--- src/iso_week_date_calculator_defines.svh ---
// ----------------------------------------------------------------------------
// iso week date calculator assertion macros
// concurrent assertion forms, clocked on clk_i, held off in reset
// ----------------------------------------------------------------------------
`ifndef ISO_WEEK_DATE_CALCULATOR_DEFINES_SVH
`define ISO_WEEK_DATE_CALCULATOR_DEFINES_SVH

// antecedent in this cycle implies consequent in the same cycle
`define IWD_ASSERT_NOW(lbl, ante, cons) \
  lbl: assert property (@(posedge clk_i) disable iff (!rst_ni) (ante) |-> (cons)) \
    else $error("iwd check failed");

// antecedent implies consequent a fixed number of cycles later
`define IWD_ASSERT_LATER(lbl, ante, dly, cons) \
  lbl: assert property (@(posedge clk_i) disable iff (!rst_ni) (ante) |-> ##dly (cons)) \
    else $error("iwd latency check failed");

`endif

--- src/iwd_pkg.sv ---
`default_nettype none
// ----------------------------------------------------------------------------
// iwd_pkg
// constants for the iso week date pipeline: ordinal offsets and reciprocals
// ----------------------------------------------------------------------------
package iwd_pkg;

  localparam int YearW = 14;
  localparam int MonthW = 4;
  localparam int DayW = 5;
  localparam int WeekdayW = 3;
  localparam int DoyW = 9;
  localparam int WeekW = 6;
  localparam int OrdW = 10;  // signed ordinal, zero based

  // ord = day + offset(month), zero based; jan/feb and month 0 relative to
  // the base year, later months include the march-onward sum plus 58
  localparam logic signed [OrdW-1:0] OrdOffset [16] = '{
    -10'sd32, -10'sd1, 10'sd30, 10'sd58, 10'sd89, 10'sd119, 10'sd150, 10'sd180,
    10'sd211, 10'sd242, 10'sd272, 10'sd303, 10'sd333, 10'sd364, 10'sd395, 10'sd425
  };

  // floor(x / 100) = (x * Recip100) >> Recip100Sh for x < 2^14
  localparam logic [13:0] Recip100 = 14'd10486;
  localparam int Recip100Sh = 20;
  localparam logic [6:0] Hundred = 7'd100;

  // floor(x / 7) = (x * Recip7W) >> Recip7WSh for x < 2^15
  localparam logic [15:0] Recip7W = 16'd37450;
  localparam int Recip7WSh = 18;

  // floor(x / 7) = (x * Recip7N) >> Recip7NSh for x < 2^9
  localparam logic [9:0] Recip7N = 10'd586;
  localparam int Recip7NSh = 12;

  localparam logic [2:0] NegBaseDow = 3'd5;  // weekday offset of year -1
  localparam logic [9:0] DaysLastWk = 10'd364;

endpackage
`default_nettype wire

--- src/iso_week_date_calculator.sv ---
`default_nettype none
// ----------------------------------------------------------------------------
// iso_week_date_calculator
// gregorian date to iso weekday, day of year and iso 8601 week number
// ----------------------------------------------------------------------------
// channel   direction  handshake           fields
// command   in         start_i / busy_o    year_i, month_i, day_i
// result    out        done_o (strobe)     weekday_o, day_of_year_o, iso_week_o
//
// eight register stages, one item accepted every cycle, busy_o stays low
// a result appears on done_o once its item has passed stages a..g and the output register
// the four reciprocal multiplies (by 100, by 7 three times) set the stage cut
// reset clears only the valid bits, payload registers are not reset
// the receiver cannot stall, so items are never held inside the pipe
// ----------------------------------------------------------------------------
module iso_week_date_calculator
  import iwd_pkg::*;
(
  input  wire logic                clk_i,
  input  wire logic                rst_ni,
  input  wire logic                start_i,
  output logic                     busy_o,
  input  wire logic [YearW-1:0]    year_i,
  input  wire logic [MonthW-1:0]   month_i,
  input  wire logic [DayW-1:0]     day_i,
  output logic                     done_o,
  output logic [WeekdayW-1:0]      weekday_o,
  output logic [DoyW-1:0]          day_of_year_o,
  output logic [WeekW-1:0]         iso_week_o
);

`include "iso_week_date_calculator_defines.svh"

  localparam int Latency = 8;
  localparam int Stages = 7;  // internal stages before the output register

  // valid bits, one per internal stage a..g
  logic [Stages-1:0] vld_q, vld_d;
  logic              done_q;

  logic accept;
  assign accept = start_i && !busy_o;
  assign busy_o = 1'b0;  // fully pipelined, always ready

  // ---------------- stage a: base year, first reciprocal multiply ----------
  logic              early;
  logic              base_neg;
  logic [YearW-1:0]  ubase;
  logic signed [OrdW-1:0] ord_pre;

  assign early    = month_i < MonthW'(3);
  // year 0 in jan/feb gives base year -1, handled as a special case
  assign base_neg = early && (year_i == '0);
  assign ubase    = early ? (year_i - YearW'(1)) : year_i;
  assign ord_pre  = $signed({{(OrdW-DayW){1'b0}}, day_i}) + OrdOffset[month_i];

  logic [YearW-1:0]   ubase_a_q;
  logic               base_neg_a_q;
  logic               late_a_q;
  logic [27:0]        p100_a_q;
  logic signed [OrdW-1:0] ord_a_q;

  // ---------------- stage b: leap count and leap flag ----------------------
  logic [7:0]  q100;
  logic [14:0] q100x;
  logic [YearW-1:0] r100;
  logic [YearW-1:0] lb;
  logic        leap_b;

  assign q100  = p100_a_q[Recip100Sh +: 8];
  assign q100x = q100 * Hundred;
  assign r100  = ubase_a_q - q100x[YearW-1:0];
  // floor(b/4) - floor(b/100) + floor(b/400), b >= 0 here
  assign lb    = {2'b00, ubase_a_q[YearW-1:2]} - {6'd0, q100} + {8'd0, q100[7:2]};
  assign leap_b = !base_neg_a_q && (ubase_a_q[1:0] == 2'b00) &&
                  ((r100 != '0) || (q100[1:0] == 2'b00));

  logic [14:0]  s_b_q;
  logic         leap_b_q, base_neg_b_q, late_b_q;
  logic signed [OrdW-1:0] ord_b_q;

  // ---------------- stage c: ordinal day, mod 7 multiply -------------------
  logic signed [OrdW-1:0] ord_c;
  assign ord_c = ord_b_q + (late_b_q ? $signed({{(OrdW-1){1'b0}}, leap_b_q}) : '0);

  logic [30:0]  p7_c_q;
  logic [14:0]  s_c_q;
  logic [1:0]   corr_c_q;
  logic         leap_c_q, base_neg_c_q;
  logic signed [OrdW-1:0] ord_c_q;

  // ---------------- stage d: year weekday offset g -------------------------
  logic [11:0] q7w;
  logic [14:0] rem7w;
  logic [2:0]  g_d;
  logic signed [10:0] x_d;

  assign q7w   = p7_c_q[Recip7WSh +: 12];
  assign rem7w = s_c_q - ({q7w, 3'b000} - {3'b000, q7w});
  assign g_d   = base_neg_c_q ? NegBaseDow : rem7w[2:0];
  // weekday argument, biased by 35 so it is never negative
  assign x_d   = 11'(ord_c_q) + $signed({8'd0, g_d}) - $signed({9'd0, corr_c_q}) + 11'sd35;

  logic [8:0]  x_d_q;
  logic [2:0]  g_d_q;
  logic        leap_d_q;
  logic signed [OrdW-1:0] ord_d_q;

  // ---------------- stage e: weekday multiply ------------------------------
  logic [18:0] px_e_q;
  logic [8:0]  x_e_q;
  logic [2:0]  g_e_q;
  logic        leap_e_q;
  logic signed [OrdW-1:0] ord_e_q;

  // ---------------- stage f: weekday and week anchor -----------------------
  logic [6:0]  qx;
  logic [8:0]  remx;
  logic [2:0]  wd_f;
  logic signed [10:0] n_f;

  assign qx   = px_e_q[Recip7NSh +: 7];
  assign remx = x_e_q - ({2'b00, qx} * 9'd7);
  assign wd_f = remx[2:0];
  assign n_f  = 11'(ord_e_q) + 11'sd3 - $signed({8'd0, wd_f});

  logic signed [10:0] n_f_q;
  logic [2:0]  wd_f_q, g_f_q;
  logic        leap_f_q;
  logic [DoyW-1:0] doy_f_q;

  // ---------------- stage g: week multiply ---------------------------------
  logic [18:0] pn_g_q;
  logic signed [10:0] n_g_q;
  logic [2:0]  wd_g_q, g_g_q;
  logic        leap_g_q;
  logic [DoyW-1:0] doy_g_q;

  // ---------------- output: week select ------------------------------------
  logic [WeekW-1:0] week_h;
  logic             n_neg, n_over;

  assign n_neg  = n_g_q[10];
  assign n_over = !n_neg && (n_g_q[9:0] > (DaysLastWk + {9'd0, leap_g_q}));

  always_comb begin
    priority if (n_neg) begin
      // week 52 or 53 of the prior year
      week_h = ({1'b0, g_g_q} >= (4'd5 + {3'd0, leap_g_q})) ? WeekW'(52) : WeekW'(53);
    end else if (n_over) begin
      week_h = WeekW'(1);
    end else begin
      week_h = pn_g_q[Recip7NSh +: WeekW] + WeekW'(1);
    end
  end

  // ---------------- valid chain ---------------------------------------------
  assign vld_d = {vld_q[Stages-2:0], accept};

  always_ff @(posedge clk_i or negedge rst_ni) begin
    if (!rst_ni) begin
      vld_q  <= '0;
      done_q <= 1'b0;
    end else begin
      vld_q  <= vld_d;
      done_q <= vld_q[Stages-1];
    end
  end

  // ---------------- payload registers ---------------------------------------
  always_ff @(posedge clk_i) begin
    // a
    ubase_a_q    <= ubase;
    base_neg_a_q <= base_neg;
    late_a_q     <= !early;
    p100_a_q     <= ubase * Recip100;
    ord_a_q      <= ord_pre;
    // b
    s_b_q        <= {1'b0, ubase_a_q} + {1'b0, lb};
    leap_b_q     <= leap_b;
    base_neg_b_q <= base_neg_a_q;
    late_b_q     <= late_a_q;
    ord_b_q      <= ord_a_q;
    // c
    p7_c_q       <= s_b_q * Recip7W;
    s_c_q        <= s_b_q;
    corr_c_q     <= late_b_q ? (2'd1 + {1'b0, leap_b_q}) : 2'd0;
    leap_c_q     <= leap_b_q;
    base_neg_c_q <= base_neg_b_q;
    ord_c_q      <= ord_c;
    // d
    x_d_q        <= x_d[8:0];
    g_d_q        <= g_d;
    leap_d_q     <= leap_c_q;
    ord_d_q      <= ord_c_q;
    // e
    px_e_q       <= x_d_q * Recip7N;
    x_e_q        <= x_d_q;
    g_e_q        <= g_d_q;
    leap_e_q     <= leap_d_q;
    ord_e_q      <= ord_d_q;
    // f
    n_f_q        <= n_f;
    wd_f_q       <= wd_f;
    g_f_q        <= g_e_q;
    leap_f_q     <= leap_e_q;
    doy_f_q      <= ord_e_q[DoyW-1:0] + DoyW'(1);
    // g
    pn_g_q       <= n_f_q[8:0] * Recip7N;
    n_g_q        <= n_f_q;
    wd_g_q       <= wd_f_q;
    g_g_q        <= g_f_q;
    leap_g_q     <= leap_f_q;
    doy_g_q      <= doy_f_q;
    // output
    weekday_o     <= wd_g_q + WeekdayW'(1);
    day_of_year_o <= doy_g_q;
    iso_week_o    <= week_h;
  end

  assign done_o = done_q;

  // ---------------- assertions ----------------------------------------------
  `IWD_ASSERT_LATER(a_item_to_result, accept, Latency, done_o)
  `IWD_ASSERT_NOW(a_result_from_item, done_o, $past(accept, Latency))
  `IWD_ASSERT_NOW(a_weekday_range, done_o, weekday_o != '0)
  `IWD_ASSERT_NOW(a_week_range, done_o, (iso_week_o != '0) && (iso_week_o <= WeekW'(53)))

endmodule
`default_nettype wire

--- config.mk ---
export PLATFORM = sky130hd
export DESIGN_NAME = iso_week_date_calculator
export DESIGN_NICKNAME = d
export VERILOG_FILES = /design/src/iwd_pkg.sv /design/src/iso_week_date_calculator.sv
export VERILOG_INCLUDE_DIRS = /design/src /design/src/src
export SDC_FILE = /design/constraint.sdc
export NUM_CORES = 1
export LEC_CHECK = 0
export ABC_AREA = 0
export BUFFER_PORTS_ARGS = -buffer_cell sky130_fd_sc_hd__buf_2
export CAP_MARGIN = 10
export CORE_MARGIN = 4
export CORE_UTILIZATION = 46
export CTS_BUF_LIST = sky130_fd_sc_hd__clkbuf_4
export DETAILED_ROUTE_END_ITERATION = 7
export PLACE_DENSITY = 0.65
export SETUP_SLACK_MARGIN = 0.3
export SYNTH_ARGS = -nofsm -noshare
export SYNTH_HDL_FRONTEND = slang
export SYNTH_SLANG_ARGS = --single-unit
--- constraint.sdc ---
create_clock -name clk_i -period 4.2 [get_ports clk_i]
set_input_delay 0.21 -clock clk_i [delete_from_list [all_inputs] [get_ports clk_i]]
set_output_delay 0.21 -clock clk_i [all_outputs]
set_load 0.02 [all_outputs]
==> flow_summary.yaml, run 1 <==
status:
  outcome: "complete, but fails checks"
  failed_checks: "negative setup slack"
hold_path:
  timing.hold.worst_path_depth: 4
  min_to: "ubase_a_q[4]$_DFF_P_"
  min_from: "year_i[4]"
  timing.hold.worst.class: "input pin to flip-flop"
placement:
  detailed_place_hpwl_um: 26970
  place.port_buffers: 44
  globalplace.congestion: 0.8976
  place.detailed.instances: 2250
  detailedPlace.worstSlack_ns: -1.988
finish:
  nNetsFinal: 2430
  fraction_of_layout_instances_using_a_drive_strength_above_1_pct: 26.14
  stdcell_count: 2426
  area_growth_syn_to_layout_pct: 26.87
  fill_cells: 2927
global_routing:
  grtUsageMet3_pct: 2.726
  globalRoute.totalOverflow: 0
  grt_antenna_before_repair: 1
  grt_pass1_vias: 12380
  groute.layer.met2.usage_pct: 32.55
  grt_start_max_net_pins: 15
  grt_use_met1_pct: 22.61
  gr-max-usage-layer: "met2"
  global_route.usage.total_pct: 18.19
  grt_first_pass_wirelength_um: 57780
synth:
  postSynthRegisterBits: 211
  netlist_instances: 1583
  synthFlopType: "sky130_fd_sc_hd__dfxtp_1"
  syn-num-nets: 2082
  synth_async_sr_flop_share_pct: 3.791
  syn-cell-area_um2: 16140
  synth-warning-count: 0
  post_synth_num_cell_types: 66
  ys_seq_area_share_pct: 26.42
  synth-edff-count: 0
  mean_syn_cell_area_um2: 10.20
worst_setup_path:
  crit_fanout: 3
  worst-r2r-cell-count: 20
  crit_path_top_delay_cell: "sky130_fd_sc_hd__nor3_4"
  timing.critical_path.mode_cell: "sky130_fd_sc_hd__buf_4"
  critical_path.endpoint_type: "flip-flop"
  max_stage_delay_ns: 0.24
  worstSetupPathType: "input pin to flip-flop"
  critical_path_arrival_ns: 6.03
  timing.rr.start: "p100_a_q[23]$_DFF_P_"
  crit-reg2reg-capture: "leap_b_q$_DFF_P_"
  critical_path_rt_ns: 4.74
  setup.reg_to_reg.worst_slack_ns: -0.13
  startpoint_type: "input pin"
drt:
  antenna_left: 0
  routed-via-count: 11710
  drt_pass1_iterations: 6
  dr.first_iter.drc_count: 332
  routed_wl_per_cell_um: 14.07
  viasPerCell: 4.829
  routed_wirelength_um: 34140
  detail_route.drc_violations: 0
timing:
  slew_headroom_pct: 51.62
  finalHoldWorstSlack_ns: 0.07661
  fmaxAchievable_mhz: 182.3
  report.final.setup_viol: 10
  fin_ws_ns: -1.286
  finalWorstPathRequiredPeriod_ns: 5.486
  fin_skew_ns: 0.07533
  slew_violations: 0
  grt_setup_unrepaired: "yes"
  fin_setup_tns_ns: -10.12
  timing_worst_slew_pin_value_ns: 0.7214
  timing_hold_violations_final: 0
  final.period_utilization_pct: 130.6
die:
  initial_utilization_pct: 46.73
  floorplan.core_area_um2: 34540
  die_h_um: 195.3
  die_area_um2: 38150
  pin_count: 46
  placement_rows: 68
  die_w_um: 195.3
clock_tree:
  number_of_buffers_created_by_cts: 51
  clock_sink_count: 211
  cts.clk_slew.worst_paths_ns: 0.06
  cts_max_path_buffers: 3
  cts-htree-levels: 2
  tritoncts: "yes"
  clock_latency_ns: 0.71
  cts_root_buf: "sky130_fd_sc_hd__clkbuf_4"
job:
  drv.max_cap_violation_count: 0
critical path: cells and delay by family:
kind	cells	cell delay (ns)
buffers and inverters	45	5.41
and+or+nand+nor	1	0.24
adders and majority gates	1	0.16
area by class of cell:
type                       instances  area [um^2]  share of cell area [%]
sequential                       211         4300                   21.00
clock inverter                    18        102.6                  0.5010
clock buffer                      74        555.5                   2.713
inverter                         321         1205                   5.883
tap                              455        569.3                   2.780
antenna                            1        2.502                 0.01222
timing repair buffer             301         2280                   11.13
multi-input combinational       1045        11460                   55.98
worst max-delay path by stage:
stage | to | slack [ns] | cells after the start | from
after floorplan | p100_a_q[26]$_DFF_P_ | -1.73 | 23 | month_i[2]
after global placement | p100_a_q[20]$_DFF_P_ | -1.82 | 24 | month_i[1]
after detailed placement | p100_a_q[26]$_DFF_P_ | -1.99 | 24 | month_i[1]
after CTS | p100_a_q[27]$_DFF_P_ | -1.03 | 24 | month_i[1]
after global routing | p100_a_q[27]$_DFF_P_ | -1.35 | 24 | month_i[1]
final | late_a_q$_DFF_P_ | -1.29 | 47 | month_i[1]
layer usage:
metal	wire [um]	share of wire [%]
met1	15050	44
met2	17190	50
met3	949	2.8
met4	958	2.8
met5	0	0
through the flow:
stage / utilization [%] / cell area (um^2)
after detailed placement: 53.55 / 18500
after CTS: 58.28 / 20130
after global routing: 59.29 / 20480
final: 59.29 / 20480
after global placement: 53.55 / 18500
after floorplan: - / 16430
flip-flops by register name, indices dropped and copies added (netlist names), 6 cells and up:
name,count
s_b_q,15
ubase_a_q,14
n_f_q,11
n_g_q,11
ord_a_q,10
ord_b_q,10
ord_c_q,10
ord_d_q,10
ord_e_q,10
day_of_year_o,9
doy_f_q,9
doy_g_q,9
x_d_q,9
p100_a_q,8
vld_q,7
iso_week_o,6
pn_g_q,6
cell usage in the layout, fill, tap and decap left out, drive strengths merged, types with 15 or more instances in the layout:
| master | netlist | layout |
|---|---|---|
| clkbuf | 4 | 74 |
| clkinv | 0 | 16 |
| dfxtp | 203 | 203 |
| o21a | 15 | 15 |
| nor2 | 45 | 45 |
| o21bai | 15 | 15 |
| ha | 355 | 355 |
| a21oi | 53 | 53 |
| nor3 | 17 | 17 |
| xnor2 | 97 | 97 |
| nand2b | 19 | 19 |
| inv | 321 | 322 |
| fa | 118 | 118 |
| buf | 2 | 286 |
| a21o | 28 | 28 |
| nand2 | 45 | 45 |
| xor2 | 42 | 42 |
| dlygate4sd3 | 0 | 15 |
| nand3 | 18 | 18 |
| o21ai | 42 | 42 |
cells by family after synthesis:
logic type	after synthesis	synth area share [%]
xor+xnor	139	7.635
other cells	1	0.02323
flops	211	26.42
simple gates	203	6.496
fa+ha+maj	473	42.15
buf+inv	327	7.674
compound gates	224	9.286
mux	5	0.3178
cell usage after synthesis, drive strengths merged, types with 3 or more instances:
master   number  area, um^2
nand4         7       43.79
a21oi        53       265.3
nand2        45       173.9
o211ai        6       45.04
nor4          7       43.79
dfrtp         8       200.2
nor2         45       168.9
nand3        18       90.09
a221oi        3       26.28
xnor2        97       857.1
clkbuf        4       15.01
a21o         28       210.2
inv         321        1205
nor2b        11       68.82
xor2         42       375.4
or2           5       31.28
and3         10       62.56
o221ai        3       26.28
a31oi         6       37.54
o21a         15       112.6
o31a          6       52.55
a211oi        9       67.56
fa          118        2362
dfxtp       203        4064
mux2i         4       40.04
a22oi         3       22.52
a2111oi      10       87.58
a31o          4       35.03
nor3         17       107.6
or3           6       43.79
ha          355        4442
o21ai        42       210.2
o2111ai       4       35.03
and2          6       37.54
nand2b       19       118.9
o21bai       15       112.6
what timing repair did:
action / 4_1_cts / 5_1_grt
gates resized for setup: 81 / 62
pin swaps: 74 / 36
setup endpoints to repair: 15 / 20
setup buffers: 57 / 11
endpoints found under the hold margin: 22 / 0
hold buffers: 15 / 0
Power of run 1 is not shown: default switching activity piles up to over one toggle a cycle in this logic, so the estimate is an artifact.
==> run 2, diff against run 1 <==
--- a/config.mk
+++ b/config.mk
@@ -9,11 +9,13 @@
 export ABC_AREA = 0
 export BUFFER_PORTS_ARGS = -buffer_cell sky130_fd_sc_hd__buf_2
 export CAP_MARGIN = 10
+export CELL_PAD_IN_SITES_DETAIL_PLACEMENT = 0
+export CELL_PAD_IN_SITES_GLOBAL_PLACEMENT = 1
 export CORE_MARGIN = 4
 export CORE_UTILIZATION = 46
 export CTS_BUF_LIST = sky130_fd_sc_hd__clkbuf_4
 export DETAILED_ROUTE_END_ITERATION = 7
-export PLACE_DENSITY = 0.65
+export PLACE_DENSITY = 0.78
 export SETUP_SLACK_MARGIN = 0.3
 export SYNTH_ARGS = -nofsm -noshare
 export SYNTH_HDL_FRONTEND = slang
==> flow_summary.yaml, run 2 (synthesis gave the netlist of run 1 again) <==
global_routing:
  globalRoute.totalOverflow: 0
  grt_start_max_net_pins: 16
  global_route.usage.total_pct: 17.35
  grt_first_pass_wirelength_um: 55300
  grt_antenna_before_repair: 1
  grt_pass1_vias: 12010
die:
  floorplan.core_area_um2: 34540
  die_h_um: 195.3
  initial_utilization_pct: 46.73
  placement_rows: 68
  die_w_um: 195.3
  die_area_um2: 38150
  pin_count: 46
drt:
  drt_pass1_iterations: 4
  antenna_left: 0
  routed-via-count: 11460
  routed_wirelength_um: 32590
  detail_route.drc_violations: 0
  routed_wl_per_cell_um: 13.65
  dr.first_iter.drc_count: 335
  viasPerCell: 4.798
timing:
  slew_headroom_pct: 48.25
  slew_violations: 0
  fin_ws_ns: -1.144
  timing_worst_slew_pin_value_ns: 0.7717
  grt_setup_unrepaired: "yes"
  fin_skew_ns: 0.06464
  fin_setup_tns_ns: -8.285
  final.period_utilization_pct: 127.2
  fmaxAchievable_mhz: 187.1
  report.final.setup_viol: 9
  finalWorstPathRequiredPeriod_ns: 5.344
  timing_hold_violations_final: 0
worst_setup_path:
  setup.reg_to_reg.worst_slack_ns: -0.20
  critical_path_rt_ns: 4.76
  timing.rr.start: "p100_a_q[23]$_DFF_P_"
  max_stage_delay_ns: 0.54
  startpoint_type: "input pin"
  critical_path.endpoint_type: "flip-flop"
  timing.critical_path.max_delay_family: "adder cells"
  crit_fanout: 4
  worstSetupPathType: "input pin to flip-flop"
  crit_path_top_delay_cell: "sky130_fd_sc_hd__fa_2"
  crit_path_start: "month_i[0]"
  cp.buffers_inverters: 6
  critical_path_arrival_ns: 5.90
job:
  drv.max_cap_violation_count: 0
finish:
  layout_top_registers: "s_b_q: 15 flops, ubase_a_q: 14 flops"
  most_flops_register: "s_b_q"
  fraction_of_layout_instances_using_a_drive_strength_above_1_pct: 24.84
  area_growth_syn_to_layout_pct: 25.42
  most-common-layout-cells: "sky130_fd_sc_hd__ha_1, sky130_fd_sc_hd__inv_1, sky130_fd_sc_hd__dfxtp_1, sky130_fd_sc_hd__buf_4, sky130_fd_sc_hd__fa_1"
  nNetsFinal: 2388
  most_common_library_cell_in_the_layout_ignoring_fill_and_taps: "sky130_fd_sc_hd__ha_1"
  largest_reg_flops: 15
placement:
  place.port_buffers: 44
  detailed_place_hpwl_um: 26960
  globalplace.congestion: 0.8631
clock_tree:
  clock_latency_ns: 0.68
  cts.clk_slew.worst_paths_ns: 0.06
  cts_max_path_buffers: 3
  cts-htree-levels: 2
  tritoncts: "yes"
  number_of_buffers_created_by_cts: 54
  cts_root_buf: "sky130_fd_sc_hd__clkbuf_4"
  clock_sink_count: 211
status:
  failed_checks: "negative setup slack"
  outcome: "complete, but fails checks"
hold_path:
  min_from: "year_i[2]"
  timing.hold.worst.class: "input pin to flip-flop"
-- run 2: changes by cell type in the layout (fill, tap and decap cells not counted), sizes merged --
cell / delta
clkbuf: -1
bufinv: +1
clkinv: +7
dlygate4sd3: +3
buf: -48
-- run 2: per-stage QoR --
step	hold WS, ns	util, %	setup slack (ns)	cell area (um^2)	std cells
floorplan	-0.08559	-	-1.728	16430	1583
CTS	0.04518	57.67	-1.022	19920	2378
global route	0.1076	58.61	-1.302	20250	2388
finish	0.1223	58.61	-1.144	20250	2388
global placement	0.05488	53.52	-1.858	18490	2249
detailed placement	0.05974	53.52	-2.018	18490	2249
-- run 2: repair_timing --
| action | in CTS | in global routing |
|---|---|---|
| hold buffers | 18 | 0 |
| pin swaps | 86 | 48 |
| endpoints found under the hold margin | 24 | 0 |
| gates resized for setup | 85 | 57 |
| setup endpoints to repair | 17 | 20 |
| setup buffers | 12 | 9 |
-- run 2: final timing paths --
path | end | cells past startpoint
worst min-delay path | ubase_a_q[2]$_DFF_P_ | 5
worst min register to register | ord_b_q[2]$_DFF_P_ | 0
max in group asynchronous | vld_q[0]$_DFF_PN0_ | 3
min in group asynchronous | vld_q[5]$_DFF_PN0_ | 3
worst max register to register | leap_b_q$_DFF_P_ | 20
worst max-delay path | p100_a_q[27]$_DFF_P_ | 26
-- run 2: final cells by class --
type | count | area [um^2]
flip-flops and latches | 211 | 4298
diodes | 1 | 2.502
clock inverters | 26 | 163.9
clock buffers | 73 | 548.0
inverters | 321 | 1205
multi-input cells | 1045 | 11540
repair buffers | 256 | 1919
fillers | 3015 | 14300
well taps | 455 | 569.3
-- run 2: worst register-to-register path: cells and delay by family, from the launching register on --
| family | cells | cell delay [ns] |
|---|---|---|
| adder cells (fa/ha/maj) | 5 | 1.54 |
| AO/OA/AOI/OAI | 7 | 1.21 |
| AND/OR/NAND/NOR | 5 | 0.90 |
| flip-flops | 1 | 0.36 |
| XOR/XNOR | 1 | 0.19 |
| buffers and inverters | 2 | 0.08 |
-- run 2: per-layer routing --
layer  part of all wire, %  global-route usage (%)
met5                     0                       0
met4                   2.1                   4.836
met3                   2.6                   2.243
met2                    50                   31.26
met1                    45                   21.87
Power of run 2 is left out for the same reason.
